**config.mk**
```make
export PLATFORM = sky130hd
export DESIGN_NAME = token_mutex_node_core
export DESIGN_NICKNAME = d
export VERILOG_FILES = /design/src/sv/tmn_pkg.sv /design/src/sv/token_mutex_node_core.sv /design/src/sv/tmn_store.sv
export SDC_FILE = /design/constraint.sdc
export NUM_CORES = 2
export LEC_CHECK = 0
export BUFFER_PORTS_ARGS = -buffer_cell sky130_fd_sc_hd__buf_4
export CAP_MARGIN = 20
export CORE_ASPECT_RATIO = 0.5
export CORE_UTILIZATION = 40
export DETAILED_ROUTE_END_ITERATION = 7
export PLACE_DENSITY = 0.66
export SLEW_MARGIN = 10
export SYNTH_ARGS = -nofsm -noshare
export SYNTH_HDL_FRONTEND = slang
export SYNTH_SLANG_ARGS = --single-unit
```
**constraint.sdc**
```tcl
create_clock -name aclk -period 5.75 [get_ports aclk]
set_input_delay 0.8625 -clock aclk [delete_from_list [all_inputs] [get_ports aclk]]
set_output_delay 0.8625 -clock aclk [all_outputs]
set_load 0.005 [all_outputs]
```
**src/sv/tmn_pkg.sv**
```systemverilog
// Shared types, codes and defaults of the token mutex node.
`default_nettype none

package tmn_pkg;

    localparam int MAX_NODES_DEF = 32;
    localparam int SEQ_BITS_DEF  = 16;
    localparam int CFG_DATA_W    = 6;

    // input function codes
    localparam logic [1:0] FUNC_REQUEST = 2'd0;
    localparam logic [1:0] FUNC_TOKEN   = 2'd1;
    localparam logic [1:0] FUNC_WANT    = 2'd2;
    localparam logic [1:0] FUNC_EXIT    = 2'd3;

    // result kinds
    localparam logic [1:0] KIND_NONE  = 2'd0;
    localparam logic [1:0] KIND_BCAST = 2'd1;
    localparam logic [1:0] KIND_TOKEN = 2'd2;
    localparam logic [1:0] KIND_GRANT = 2'd3;

    // protocol modes
    localparam logic [1:0] MODE_RELEASED  = 2'd0;
    localparam logic [1:0] MODE_REQUESTED = 2'd1;
    localparam logic [1:0] MODE_GRANTED   = 2'd2;

    // configuration register indexes
    localparam logic [1:0] CFG_MY_ID        = 2'd0;
    localparam logic [1:0] CFG_NODE_COUNT   = 2'd1;
    localparam logic [1:0] CFG_STARTS_TOKEN = 2'd2;

    typedef struct packed {
        logic [1:0]  func;
        logic [4:0]  peer;
        logic [15:0] seq;
        logic [4:0]  tok_index;
        logic [15:0] tok_served;
        logic [4:0]  tok_queue_entry;
        logic [5:0]  tok_queue_len;
        logic        tok_last;
    } in_item_t;

    typedef struct packed {
        logic [1:0]  kind;
        logic [4:0]  dest;
        logic [15:0] out_seq;
        logic [4:0]  out_index;
        logic [15:0] out_served;
        logic [4:0]  out_queue_entry;
        logic [5:0]  out_queue_len;
        logic        last;
    } out_item_t;

    typedef struct packed {
        logic req;
        logic srv;
        logic queue;
    } store_we_t;

endpackage

`default_nettype wire

```
**src/sv/token_mutex_node_core.sv**
```systemverilog
// Token mutual exclusion node: sequencer, shared compare and output register.
// Throughput: one item at a time; the single-port number tables and the queue table set the pace.
// Reset: synchronous, active low; number tables read zero at once through per-entry valid bits.
`default_nettype none

module token_mutex_node_core
    import tmn_pkg::*;
#(
    parameter int MAX_NODES = MAX_NODES_DEF,
    parameter int SEQ_BITS  = SEQ_BITS_DEF
) (
    input  wire logic                  aclk,
    input  wire logic                  aresetn,
    input  wire logic                  s_valid,
    output logic                       s_ready,
    input  wire in_item_t              s_data,
    output logic                       m_valid,
    input  wire logic                  m_ready,
    output out_item_t                  m_data,
    input  wire logic                  cfg_valid,
    output logic                       cfg_ready,
    input  wire logic [1:0]            cfg_index,
    input  wire logic [CFG_DATA_W-1:0] cfg_data
);

    localparam int NW = $clog2(MAX_NODES);
    localparam int CW = $clog2(MAX_NODES + 1);
    localparam int QW = (NW > 5) ? NW : 5;
    localparam int QN = 1 << QW;

    typedef enum logic [19:0] {
        ST_IDLE     = 20'b1 << 0,
        ST_REDUCE   = 20'b1 << 1,
        ST_REQ_RD   = 20'b1 << 2,
        ST_REQ_USE  = 20'b1 << 3,
        ST_TOK_WR   = 20'b1 << 4,
        ST_WANT_RD  = 20'b1 << 5,
        ST_WANT_USE = 20'b1 << 6,
        ST_EXIT_RD  = 20'b1 << 7,
        ST_EXIT_WR  = 20'b1 << 8,
        ST_MAP_RD   = 20'b1 << 9,
        ST_MAP_USE  = 20'b1 << 10,
        ST_SCAN_RD  = 20'b1 << 11,
        ST_SCAN_USE = 20'b1 << 12,
        ST_HEAD_RD  = 20'b1 << 13,
        ST_HEAD_USE = 20'b1 << 14,
        ST_SHIFT_RD = 20'b1 << 15,
        ST_SHIFT_WR = 20'b1 << 16,
        ST_SEND_RD  = 20'b1 << 17,
        ST_SEND_OUT = 20'b1 << 18,
        ST_EMIT     = 20'b1 << 19
    } state_t;

    state_t        state_reg, state_next;
    in_item_t      in_reg, in_next;
    logic [4:0]    red_reg, red_next;
    logic [CW-1:0] cnt_reg, cnt_next;
    logic [CW-1:0] qlen_reg, qlen_next;
    logic [QN-1:0] bitmap_reg, bitmap_next;
    logic [4:0]    dest_reg, dest_next;
    logic [1:0]    emit_kind_reg, emit_kind_next;
    logic [15:0]   emit_seq_reg, emit_seq_next;
    logic [1:0]    mode_reg, mode_next;
    logic          holds_reg, holds_next;
    logic [4:0]    my_id_reg, my_id_next;
    logic [5:0]    node_count_reg, node_count_next;
    logic          starts_reg, starts_next;
    logic          out_valid_reg, out_valid_next;
    out_item_t     out_reg, out_next;

    store_we_t         we;
    logic [NW-1:0]     num_addr;
    logic [SEQ_BITS-1:0] req_wdata, srv_wdata, req_rdata, srv_rdata;
    logic [NW-1:0]     q_waddr, q_raddr;
    logic [QW-1:0]     q_wdata, q_rdata;

    logic [CW-1:0]       n_eff;
    logic [CW-1:0]       cnt_inc;
    logic [NW-1:0]       cnt_idx;
    logic [NW-1:0]       idx_red;
    logic [SEQ_BITS-1:0] s_in;
    logic [SEQ_BITS-1:0] new_req;
    logic [SEQ_BITS-1:0] cmp_a;
    logic [SEQ_BITS:0]   srv_inc;
    logic                outstanding;
    logic                out_free;
    logic                out_load;
    out_item_t           out_word;

    tmn_store #(
        .MAX_NODES (MAX_NODES),
        .SEQ_BITS  (SEQ_BITS),
        .QW        (QW)
    ) u_store (
        .aclk      (aclk),
        .aresetn   (aresetn),
        .we        (we),
        .num_addr  (num_addr),
        .req_wdata (req_wdata),
        .srv_wdata (srv_wdata),
        .q_waddr   (q_waddr),
        .q_raddr   (q_raddr),
        .q_wdata   (q_wdata),
        .req_rdata (req_rdata),
        .srv_rdata (srv_rdata),
        .q_rdata   (q_rdata)
    );

    // clamp the node count to 1..MAX_NODES
    always_comb begin
        if (int'(node_count_reg) > MAX_NODES) begin
            n_eff = CW'(MAX_NODES);
        end else if (node_count_reg == '0) begin
            n_eff = CW'(1);
        end else begin
            n_eff = CW'(node_count_reg);
        end
    end

    assign cnt_inc  = cnt_reg + CW'(1);
    assign cnt_idx  = cnt_reg[NW-1:0];
    assign idx_red  = NW'(red_reg);
    assign s_in     = SEQ_BITS'(in_reg.seq);
    assign new_req  = (s_in > req_rdata) ? s_in : req_rdata;

    // shared compare: request number equals served number plus one
    assign cmp_a       = (state_reg == ST_REQ_USE) ? new_req : req_rdata;
    assign srv_inc     = {1'b0, srv_rdata} + {{SEQ_BITS{1'b0}}, 1'b1};
    assign outstanding = ({1'b0, cmp_a} == srv_inc);

    assign out_free  = !out_valid_reg || m_ready;
    assign s_ready   = (state_reg == ST_IDLE);
    assign cfg_ready = 1'b1;
    assign m_valid   = out_valid_reg;
    assign m_data    = out_reg;

    always_comb begin
        state_next      = state_reg;
        in_next         = in_reg;
        red_next        = red_reg;
        cnt_next        = cnt_reg;
        qlen_next       = qlen_reg;
        bitmap_next     = bitmap_reg;
        dest_next       = dest_reg;
        emit_kind_next  = emit_kind_reg;
        emit_seq_next   = emit_seq_reg;
        mode_next       = mode_reg;
        holds_next      = holds_reg;
        my_id_next      = my_id_reg;
        node_count_next = node_count_reg;
        starts_next     = starts_reg;
        we              = '0;
        num_addr        = '0;
        req_wdata       = '0;
        srv_wdata       = '0;
        q_waddr         = '0;
        q_raddr         = '0;
        q_wdata         = '0;
        out_load        = 1'b0;
        out_word        = '0;

        unique case (state_reg)
            ST_IDLE: begin
                if (s_valid) begin
                    in_next        = s_data;
                    red_next       = (s_data.func == FUNC_TOKEN) ? s_data.tok_index : my_id_reg;
                    emit_kind_next = KIND_NONE;
                    emit_seq_next  = '0;
                    state_next     = ST_EMIT;
                    unique case (s_data.func)
                        FUNC_REQUEST: begin
                            if (!(int'(s_data.peer) >= int'(n_eff)
                                  || s_data.peer == my_id_reg)) begin
                                state_next = ST_REQ_RD;
                            end
                        end
                        FUNC_TOKEN: begin
                            if (!holds_reg) begin
                                state_next = ST_REDUCE;
                            end
                        end
                        FUNC_WANT: begin
                            if (mode_reg == MODE_RELEASED) begin
                                if (holds_reg) begin
                                    mode_next      = MODE_GRANTED;
                                    emit_kind_next = KIND_GRANT;
                                end else begin
                                    state_next = ST_REDUCE;
                                end
                            end
                        end
                        FUNC_EXIT: begin
                            if (mode_reg == MODE_GRANTED && holds_reg) begin
                                state_next = ST_REDUCE;
                            end
                        end
                        default: begin
                            state_next = ST_EMIT;
                        end
                    endcase
                end
            end
            ST_REDUCE: begin
                // bring the node index below MAX_NODES one subtract a cycle
                if (int'(red_reg) >= MAX_NODES) begin
                    red_next = red_reg - 5'(MAX_NODES);
                end else begin
                    unique case (in_reg.func)
                        FUNC_TOKEN: state_next = ST_TOK_WR;
                        FUNC_WANT:  state_next = ST_WANT_RD;
                        FUNC_EXIT:  state_next = ST_EXIT_RD;
                        default:    state_next = ST_EMIT;
                    endcase
                end
            end
            ST_REQ_RD: begin
                num_addr   = NW'(in_reg.peer);
                state_next = ST_REQ_USE;
            end
            ST_REQ_USE: begin
                num_addr   = NW'(in_reg.peer);
                we.req     = 1'b1;
                req_wdata  = new_req;
                if (mode_reg == MODE_RELEASED && holds_reg && outstanding) begin
                    dest_next  = in_reg.peer;
                    cnt_next   = '0;
                    state_next = ST_SEND_RD;
                end else begin
                    state_next = ST_EMIT;
                end
            end
            ST_TOK_WR: begin
                num_addr  = idx_red;
                we.srv    = 1'b1;
                srv_wdata = SEQ_BITS'(in_reg.tok_served);
                we.queue  = 1'b1;
                q_waddr   = idx_red;
                q_wdata   = QW'(in_reg.tok_queue_entry);
                if (int'(in_reg.tok_queue_len) > MAX_NODES) begin
                    qlen_next = CW'(MAX_NODES);
                end else begin
                    qlen_next = CW'(in_reg.tok_queue_len);
                end
                if (in_reg.tok_last) begin
                    holds_next = 1'b1;
                    if (mode_reg == MODE_REQUESTED) begin
                        mode_next      = MODE_GRANTED;
                        emit_kind_next = KIND_GRANT;
                    end
                end
                state_next = ST_EMIT;
            end
            ST_WANT_RD: begin
                num_addr   = idx_red;
                state_next = ST_WANT_USE;
            end
            ST_WANT_USE: begin
                num_addr  = idx_red;
                we.req    = 1'b1;
                // saturate at the top value
                req_wdata = (&req_rdata) ? req_rdata : req_rdata + SEQ_BITS'(1);
                mode_next      = MODE_REQUESTED;
                emit_kind_next = KIND_BCAST;
                emit_seq_next  = 16'(req_wdata);
                state_next     = ST_EMIT;
            end
            ST_EXIT_RD: begin
                num_addr   = idx_red;
                state_next = ST_EXIT_WR;
            end
            ST_EXIT_WR: begin
                num_addr    = idx_red;
                we.srv      = 1'b1;
                srv_wdata   = req_rdata;
                bitmap_next = '0;
                cnt_next    = '0;
                state_next  = ST_MAP_RD;
            end
            ST_MAP_RD: begin
                // mark every value already in the queue
                if (cnt_reg == qlen_reg) begin
                    cnt_next   = '0;
                    state_next = ST_SCAN_RD;
                end else begin
                    q_raddr    = cnt_idx;
                    state_next = ST_MAP_USE;
                end
            end
            ST_MAP_USE: begin
                bitmap_next[q_rdata] = 1'b1;
                cnt_next             = cnt_inc;
                state_next           = ST_MAP_RD;
            end
            ST_SCAN_RD: begin
                if (cnt_reg == n_eff) begin
                    mode_next = MODE_RELEASED;
                    if (qlen_reg != '0) begin
                        state_next = ST_HEAD_RD;
                    end else begin
                        state_next = ST_EMIT;
                    end
                end else if (int'(cnt_reg) == int'(my_id_reg)) begin
                    cnt_next = cnt_inc;
                end else begin
                    num_addr   = cnt_idx;
                    state_next = ST_SCAN_USE;
                end
            end
            ST_SCAN_USE: begin
                num_addr = cnt_idx;
                if (outstanding && !bitmap_reg[QW'(cnt_idx)]
                    && int'(qlen_reg) < MAX_NODES) begin
                    we.queue                  = 1'b1;
                    q_waddr                   = qlen_reg[NW-1:0];
                    q_wdata                   = QW'(cnt_idx);
                    qlen_next                 = qlen_reg + CW'(1);
                    bitmap_next[QW'(cnt_idx)] = 1'b1;
                end
                cnt_next   = cnt_inc;
                state_next = ST_SCAN_RD;
            end
            ST_HEAD_RD: begin
                q_raddr    = '0;
                state_next = ST_HEAD_USE;
            end
            ST_HEAD_USE: begin
                dest_next  = q_rdata[4:0];
                cnt_next   = '0;
                state_next = ST_SHIFT_RD;
            end
            ST_SHIFT_RD: begin
                // pop the head: move every entry down by one
                if (int'(cnt_reg) + 1 >= int'(qlen_reg)) begin
                    qlen_next  = qlen_reg - CW'(1);
                    cnt_next   = '0;
                    state_next = ST_SEND_RD;
                end else begin
                    q_raddr    = cnt_inc[NW-1:0];
                    state_next = ST_SHIFT_WR;
                end
            end
            ST_SHIFT_WR: begin
                we.queue   = 1'b1;
                q_waddr    = cnt_idx;
                q_wdata    = q_rdata;
                cnt_next   = cnt_inc;
                state_next = ST_SHIFT_RD;
            end
            ST_SEND_RD: begin
                num_addr   = cnt_idx;
                q_raddr    = cnt_idx;
                state_next = ST_SEND_OUT;
            end
            ST_SEND_OUT: begin
                // hold the read address so the data stays while stalled
                num_addr                 = cnt_idx;
                q_raddr                  = cnt_idx;
                out_word.kind            = KIND_TOKEN;
                out_word.dest            = dest_reg;
                out_word.out_index       = 5'(cnt_reg);
                out_word.out_served      = 16'(srv_rdata);
                out_word.out_queue_entry = (cnt_reg < qlen_reg) ? q_rdata[4:0] : 5'd0;
                out_word.out_queue_len   = 6'(qlen_reg);
                out_word.last            = (cnt_inc == n_eff);
                if (out_free) begin
                    out_load = 1'b1;
                    if (cnt_inc == n_eff) begin
                        holds_next = 1'b0;
                        state_next = ST_IDLE;
                    end else begin
                        cnt_next   = cnt_inc;
                        state_next = ST_SEND_RD;
                    end
                end
            end
            ST_EMIT: begin
                out_word.kind    = emit_kind_reg;
                out_word.out_seq = emit_seq_reg;
                out_word.last    = 1'b1;
                if (out_free) begin
                    out_load   = 1'b1;
                    state_next = ST_IDLE;
                end
            end
            default: begin
                state_next = ST_IDLE;
            end
        endcase

        if (cfg_valid) begin
            unique case (cfg_index)
                CFG_MY_ID:      my_id_next      = cfg_data[4:0];
                CFG_NODE_COUNT: node_count_next = cfg_data;
                CFG_STARTS_TOKEN: begin
                    starts_next = cfg_data[0];
                    holds_next  = cfg_data[0];
                end
                default: begin
                    my_id_next = my_id_reg;
                end
            endcase
        end
    end

    always_comb begin
        out_next       = out_reg;
        out_valid_next = out_valid_reg;
        if (out_load) begin
            out_next       = out_word;
            out_valid_next = 1'b1;
        end else if (m_ready) begin
            out_valid_next = 1'b0;
        end
    end

    always_ff @(posedge aclk) begin
        if (!aresetn) begin
            state_reg      <= ST_IDLE;
            qlen_reg       <= '0;
            mode_reg       <= MODE_RELEASED;
            holds_reg      <= 1'b0;
            my_id_reg      <= '0;
            node_count_reg <= 6'd1;
            starts_reg     <= 1'b0;
            out_valid_reg  <= 1'b0;
        end else begin
            state_reg      <= state_next;
            qlen_reg       <= qlen_next;
            mode_reg       <= mode_next;
            holds_reg      <= holds_next;
            my_id_reg      <= my_id_next;
            node_count_reg <= node_count_next;
            starts_reg     <= starts_next;
            out_valid_reg  <= out_valid_next;
        end
    end

    always_ff @(posedge aclk) begin
        in_reg        <= in_next;
        red_reg       <= red_next;
        cnt_reg       <= cnt_next;
        bitmap_reg    <= bitmap_next;
        dest_reg      <= dest_next;
        emit_kind_reg <= emit_kind_next;
        emit_seq_reg  <= emit_seq_next;
        out_reg       <= out_next;
    end

`ifndef SYNTHESIS
    a_qlen_bound: assert property (@(posedge aclk) disable iff (!aresetn)
        int'(qlen_reg) <= MAX_NODES)
        else $error("wait queue length beyond MAX_NODES");

    a_busy_after_accept: assert property (@(posedge aclk) disable iff (!aresetn)
        s_valid && s_ready |=> !s_ready)
        else $error("input taken while an item is still in work");

    a_token_released: assert property (@(posedge aclk) disable iff (!aresetn)
        state_reg == ST_SEND_OUT && out_free && cnt_inc == n_eff |=> !holds_reg)
        else $error("token still held after its last word went out");

    a_result_source: assert property (@(posedge aclk) disable iff (!aresetn)
        !m_valid |=> !m_valid
            || $past(state_reg == ST_EMIT || state_reg == ST_SEND_OUT))
        else $error("result loaded outside an output state");
`endif

endmodule

`default_nettype wire

```
**src/sv/tmn_store.sv**
```systemverilog
// Request, served and wait queue tables with registered read ports.
`default_nettype none

module tmn_store
    import tmn_pkg::*;
#(
    parameter int MAX_NODES = MAX_NODES_DEF,
    parameter int SEQ_BITS  = SEQ_BITS_DEF,
    parameter int QW        = 5
) (
    input  wire logic                         aclk,
    input  wire logic                         aresetn,
    input  wire store_we_t                    we,
    input  wire logic [$clog2(MAX_NODES)-1:0] num_addr,
    input  wire logic [SEQ_BITS-1:0]          req_wdata,
    input  wire logic [SEQ_BITS-1:0]          srv_wdata,
    input  wire logic [$clog2(MAX_NODES)-1:0] q_waddr,
    input  wire logic [$clog2(MAX_NODES)-1:0] q_raddr,
    input  wire logic [QW-1:0]                q_wdata,
    output logic      [SEQ_BITS-1:0]          req_rdata,
    output logic      [SEQ_BITS-1:0]          srv_rdata,
    output logic      [QW-1:0]                q_rdata
);

    logic [SEQ_BITS-1:0]  req_mem [MAX_NODES];
    logic [SEQ_BITS-1:0]  srv_mem [MAX_NODES];
    logic [QW-1:0]        q_mem   [MAX_NODES];

    logic [MAX_NODES-1:0] req_vld_reg;
    logic [MAX_NODES-1:0] srv_vld_reg;
    logic                 req_rv_reg;
    logic                 srv_rv_reg;
    logic [SEQ_BITS-1:0]  req_rd_reg;
    logic [SEQ_BITS-1:0]  srv_rd_reg;
    logic [QW-1:0]        q_rd_reg;

    // number tables: an entry never written reads as zero
    always_ff @(posedge aclk) begin
        if (!aresetn) begin
            req_vld_reg <= '0;
            srv_vld_reg <= '0;
            req_rv_reg  <= 1'b0;
            srv_rv_reg  <= 1'b0;
        end else begin
            if (we.req) begin
                req_vld_reg[num_addr] <= 1'b1;
            end
            if (we.srv) begin
                srv_vld_reg[num_addr] <= 1'b1;
            end
            req_rv_reg <= req_vld_reg[num_addr];
            srv_rv_reg <= srv_vld_reg[num_addr];
        end
    end

    always_ff @(posedge aclk) begin
        if (we.req) begin
            req_mem[num_addr] <= req_wdata;
        end
        req_rd_reg <= req_mem[num_addr];
    end

    always_ff @(posedge aclk) begin
        if (we.srv) begin
            srv_mem[num_addr] <= srv_wdata;
        end
        srv_rd_reg <= srv_mem[num_addr];
    end

    always_ff @(posedge aclk) begin
        if (we.queue) begin
            q_mem[q_waddr] <= q_wdata;
        end
        q_rd_reg <= q_mem[q_raddr];
    end

    assign req_rdata = req_rv_reg ? req_rd_reg : '0;
    assign srv_rdata = srv_rv_reg ? srv_rd_reg : '0;
    assign q_rdata   = q_rd_reg;

endmodule

`default_nettype wire
```
==> results by stage <==
Yosys:
- The number of warnings printed during yosys synthesis is 0.
- Yosys mapped a number of flops with a built-in enable equal to 1,357.
- The post-synthesis instance area is 62,900 µm².
- The count of mapped cells out of synthesis is 5,117.
- The average footprint of a synthesized cell is 12.3 µm².
- After synthesis, the share of flip-flops with an asynchronous set or reset is 0%.
- Summing the sequential cell areas from Yosys gives 69.4% of the chip area.
- For this run, the leading register cell type out of synthesis is sky130_fd_sc_hd__edfxtp_1.
- Synthesis inferred 1,501 register bits.
- The number of nets in the synthesized netlist is 5,230.
- The distinct cell type count after synthesis is 99.

Worst setup path:
- The worst setup path is captured at a register.
- The startpoint-to-endpoint class of the critical path is register to register.
- STA puts the critical path data required time at 6.17 ns.
- The kind of launch point of the worst setup path is a register.
- The data arrival time of the worst path is 5.64 ns.
- In this run the critical register-to-register path is captured at u_store.q_mem[18][0].
- The worst register-to-register path begins at u_store.req_rv_reg.
- The highest fanout seen on the critical path is 17.
- The minimum setup slack among reg-to-reg paths is 0.54 ns.
- The cell depth of the worst flop-to-flop path is 13.
- The most critical setup path has its startpoint at u_store.req_rv_reg.

Routing:
- In the routed layout, each cell is associated on average with a via count of 5.79.
- The mean routed wirelength per cell is 25.1 µm.
- The detailed-route DRC error count is 21.
- For this run, the detailed router's first-pass iteration total came to 8.
- The detailed-route wire length is 188,000 µm.
- In this run the remaining antenna-violating nets after routing total 0.
- The first routing iteration left 6,409 violations.
- The total vias in the final route is 43.5k.

Clock network:
- The longest clock path from root to sink contains 3 buffers.
- The root cell of the clock tree is sky130_fd_sc_hd__clkbuf_16.
- The latest clock arrival within the worst-skew pair is 0.79 ns.
- The H-tree level count is 4.
- TritonCTS built the clock tree.
- The CTS clock-pin slew for the worst setup and hold paths is 0.06 ns.
- The count of hold buffers inserted by post-cts repair is 0.
- The number of instances resized during post-cts repair is 0.
- The post-CTS setup-driven buffer insertion count is 0.
- The clock drives 1,501 sinks.
- The total CTS buffers is 138.

Power and ir drop:
- Net switching is 21.3% of the power.
- The net switching power is 4.59 mW.
- The total power divided by cell area is 299 nW/µm².
- In this run, the clock network consumes 42.6% of the power.
- The leakage component of the power is 25.4 nW.
- Per report_power, the combinational group accounts for 2.1% of the total.
- The overall power consumption is 21.6 mW.
- Per report_power, the sequential group accounts for 55.3% of the total.
- VDD sags by at most 0.311 mV.
- The internal portion of the total power is 17.0 mW.

GRT:
- Global routing consumed, over all layers together, 23.2% of the routing resources.
- The first global-routing pass estimated 272,000 µm of wire.
- The number of global-route vias before repair is 40.9k.
- Global routing finished with a remaining overflow of 0.
- Entering global routing, the biggest net connects 75 pins.
- The initial antenna violation count is 7.

Min path:
- The type of the worst min-delay path is input pin to register.
- The start point of the worst hold path is s_data[10].
- The instance count along the most critical hold path is 1.
- For hold timing, the worst endpoint is in_reg[10].

Run status:
- The final reports fail on design-rule violations.
- The run finished, with violations left.

STA:
- For this run, the top clock speed supported by timing is 192 MHz.
- The setup violation total in the final timing report is 0.
- The final cycle utilization of the critical path is 90.6%.
- The worst pin sits at a relative slew slack of 17.5%.
- Counting I/O delays and the setup requirement, the final critical path takes 5.21 ns.
- Setup total negative slack on the finished layout was measured at 0 ns.
- The final count of pins violating max slew is 0.
- For the pin with the worst max-slew slack, the measured transition is 1.23 ns.
- Setup repair after global routing left no endpoint under its margin.
- The final setup skew is 0.0425 ns.
- The final count of hold timing violations is 0.

Die:
- The number of placement rows is 102.
- Pin placement for this block handled 128 I/O pins.
- The die covers 159,000 µm².
- The die outline width is 563 µm.
- The vertical extent of the die is 282 µm.
- The core footprint is 155,000 µm².
- The effective utilization at floorplan is 40.5%.

Final layout:
- The post-route netlist has 13.6% of its cells at a drive strength greater than 1.
- The layout net count is 5,422.
- The largest registers in the layout are u_store.req_mem: 512 flops, u_store.srv_mem: 512 flops, u_store.q_mem: 160 flops.
- The area growth from synthesis to layout is 14.6%.

Place:
- The sum of net half-perimeters after detailed placement is 120,000 µm.
- Port buffering added 126 buffers.
- The routability-driven placement congestion ratio is 0.973.

Flow run:
- The tool flagged a number of max-cap violations equal to 0.
==> critical path, stage by stage (launching register included) <==
cell,delay (ns)
sky130_fd_sc_hd__dfxtp_1,0.40
sky130_fd_sc_hd__buf_4,0.27
sky130_fd_sc_hd__and2_1,0.34
sky130_fd_sc_hd__inv_1,0.17
sky130_fd_sc_hd__ha_1,0.37
sky130_fd_sc_hd__nand4_1,0.18
sky130_fd_sc_hd__nor3_1,0.34
sky130_fd_sc_hd__a211oi_1,0.17
sky130_fd_sc_hd__a211o_1,0.36
sky130_fd_sc_hd__nor4_2,0.38
sky130_fd_sc_hd__o221ai_2,0.44
sky130_fd_sc_hd__o31ai_1,0.58
sky130_fd_sc_hd__nand3_1,0.39
sky130_fd_sc_hd__nor2_1,0.44
==> layout by cell type, fill, tap and decap left out, types with 50 or more instances in the layout <==
cell	instances
sky130_fd_sc_hd__and2_1	50
sky130_fd_sc_hd__nor2_1	307
sky130_fd_sc_hd__nand2_1	1196
sky130_fd_sc_hd__nor2_2	60
sky130_fd_sc_hd__nand3_1	564
sky130_fd_sc_hd__a21oi_1	86
sky130_fd_sc_hd__clkbuf_16	138
sky130_fd_sc_hd__mux2i_1	102
sky130_fd_sc_hd__edfxtp_1	1357
sky130_fd_sc_hd__dfxtp_1	144
sky130_fd_sc_hd__a31oi_1	90
sky130_fd_sc_hd__buf_4	338
sky130_fd_sc_hd__and3_1	115
sky130_fd_sc_hd__a32oi_1	50
==> power groups by stage <==
stage                     sequential [mW]  combinational (mW)  clock [mW]
after floorplan                      12.1               0.270           0
after global placement               12.2               0.447           0
after detailed placement             12.2               0.452           0
after CTS                            11.9               0.454        9.29
after global routing                 11.9               0.494        9.72
final                                11.9               0.459        9.18
==> per-layer routing <==
layer	vias to the layer above	wire, µm	track usage [%]
li1	19100	-	-
met1	21600	76800	32.6
met2	2477	85800	36.2
met3	320	19700	4.35
met4	6	5810	7.89
met5	-	44	0
==> stage by stage <==
stage	area, µm²	setup slack, ns	util [%]	std cells	hold WS (ns)
2_1_floorplan	62900	1.25	-	5117	0.432
3_3_place_gp	67400	0.611	43.4	7244	0.443
3_5_place_dp	67500	0.689	43.5	7248	0.453
4_1_cts	72000	0.684	46.4	7500	0.191
5_1_grt	72000	0.232	46.4	7501	0.210
6_report	72100	0.538	46.4	7502	0.247
==> cells in the mapped netlist, types with 7 or more instances <==
library cell | n | area [µm²]
sky130_fd_sc_hd__edfxtp_1 | 1357 | 40700
sky130_fd_sc_hd__nand2_1 | 1196 | 4490
sky130_fd_sc_hd__nand3_1 | 564 | 2820
sky130_fd_sc_hd__nor2_1 | 364 | 1370
sky130_fd_sc_hd__buf_2 | 151 | 756
sky130_fd_sc_hd__dfxtp_1 | 144 | 2880
sky130_fd_sc_hd__clkbuf_1 | 126 | 473
sky130_fd_sc_hd__and3_1 | 115 | 719
sky130_fd_sc_hd__mux2i_1 | 102 | 1020
sky130_fd_sc_hd__a31oi_1 | 92 | 576
sky130_fd_sc_hd__a21oi_1 | 87 | 435
sky130_fd_sc_hd__a32oi_1 | 51 | 447
sky130_fd_sc_hd__and2_1 | 51 | 319
sky130_fd_sc_hd__xnor2_1 | 49 | 429
sky130_fd_sc_hd__inv_1 | 47 | 176
sky130_fd_sc_hd__o21ai_0 | 47 | 235
sky130_fd_sc_hd__nand4_1 | 44 | 275
sky130_fd_sc_hd__ha_1 | 43 | 538
sky130_fd_sc_hd__a221oi_1 | 36 | 315
sky130_fd_sc_hd__nor3_1 | 29 | 145
sky130_fd_sc_hd__o22ai_1 | 29 | 181
sky130_fd_sc_hd__nand2b_1 | 24 | 150
sky130_fd_sc_hd__xor2_1 | 23 | 201
sky130_fd_sc_hd__mux2_2 | 18 | 203
sky130_fd_sc_hd__nor4_1 | 18 | 113
sky130_fd_sc_hd__buf_4 | 17 | 128
sky130_fd_sc_hd__a211oi_1 | 16 | 120
sky130_fd_sc_hd__nor2b_1 | 16 | 100
sky130_fd_sc_hd__a22oi_1 | 14 | 105
sky130_fd_sc_hd__or3_1 | 14 | 87.6
sky130_fd_sc_hd__and4_1 | 13 | 114
sky130_fd_sc_hd__mux4_2 | 12 | 270
sky130_fd_sc_hd__buf_1 | 11 | 41.3
sky130_fd_sc_hd__a21o_1 | 10 | 75.1
sky130_fd_sc_hd__buf_6 | 10 | 113
sky130_fd_sc_hd__nor3b_1 | 10 | 75.1
sky130_fd_sc_hd__nand4b_1 | 9 | 78.8
sky130_fd_sc_hd__and4b_1 | 7 | 70.1
sky130_fd_sc_hd__o211ai_1 | 7 | 52.6
sky130_fd_sc_hd__o21a_1 | 7 | 52.6
==> cells by family (layout without fill, tap and decap cells) <==
| logic type | count (synthesis) | in the layout | share of synthesized area (%) |
|---|---|---|---|
| other cells | 1 | 2 | 0.00597 |
| compound gates | 480 | 480 | 5.40 |
| flops | 1501 | 1501 | 69.4 |
| buf+inv | 364 | 668 | 2.70 |
| simple gates | 2521 | 2521 | 18.1 |
| mux | 132 | 132 | 2.38 |
| fa+ha+maj | 44 | 44 | 0.888 |
| xor+xnor | 74 | 74 | 1.08 |
==> area by class of cell <==
cell class,instances,area [µm²]
Timing Repair Buffer,367,3130
Tap cell,2080,2600
Clock inverter,71,823
Fill cell,13500,83300
Clock buffer,181,3710
Antenna cell,1,2.50
Sequential cell,1501,43600
Multi-Input combinational cell,3252,18000
Inverter,49,185
==> how the worst max path moves through the flow <==
stage | cells past startpoint | end | slack (ns)
after detailed placement | 12 | u_store.q_mem[30][2] | 0.69
after CTS | 12 | u_store.q_mem[22][4] | 0.68
after floorplan | 16 | bitmap_reg[0] | 1.25
after global routing | 12 | u_store.q_mem[30][2] | 0.23
after global placement | 13 | u_store.q_mem[16][1] | 0.61
final | 13 | u_store.q_mem[18][0] | 0.54
Note: power is estimated with default switching activity, not from simulation.
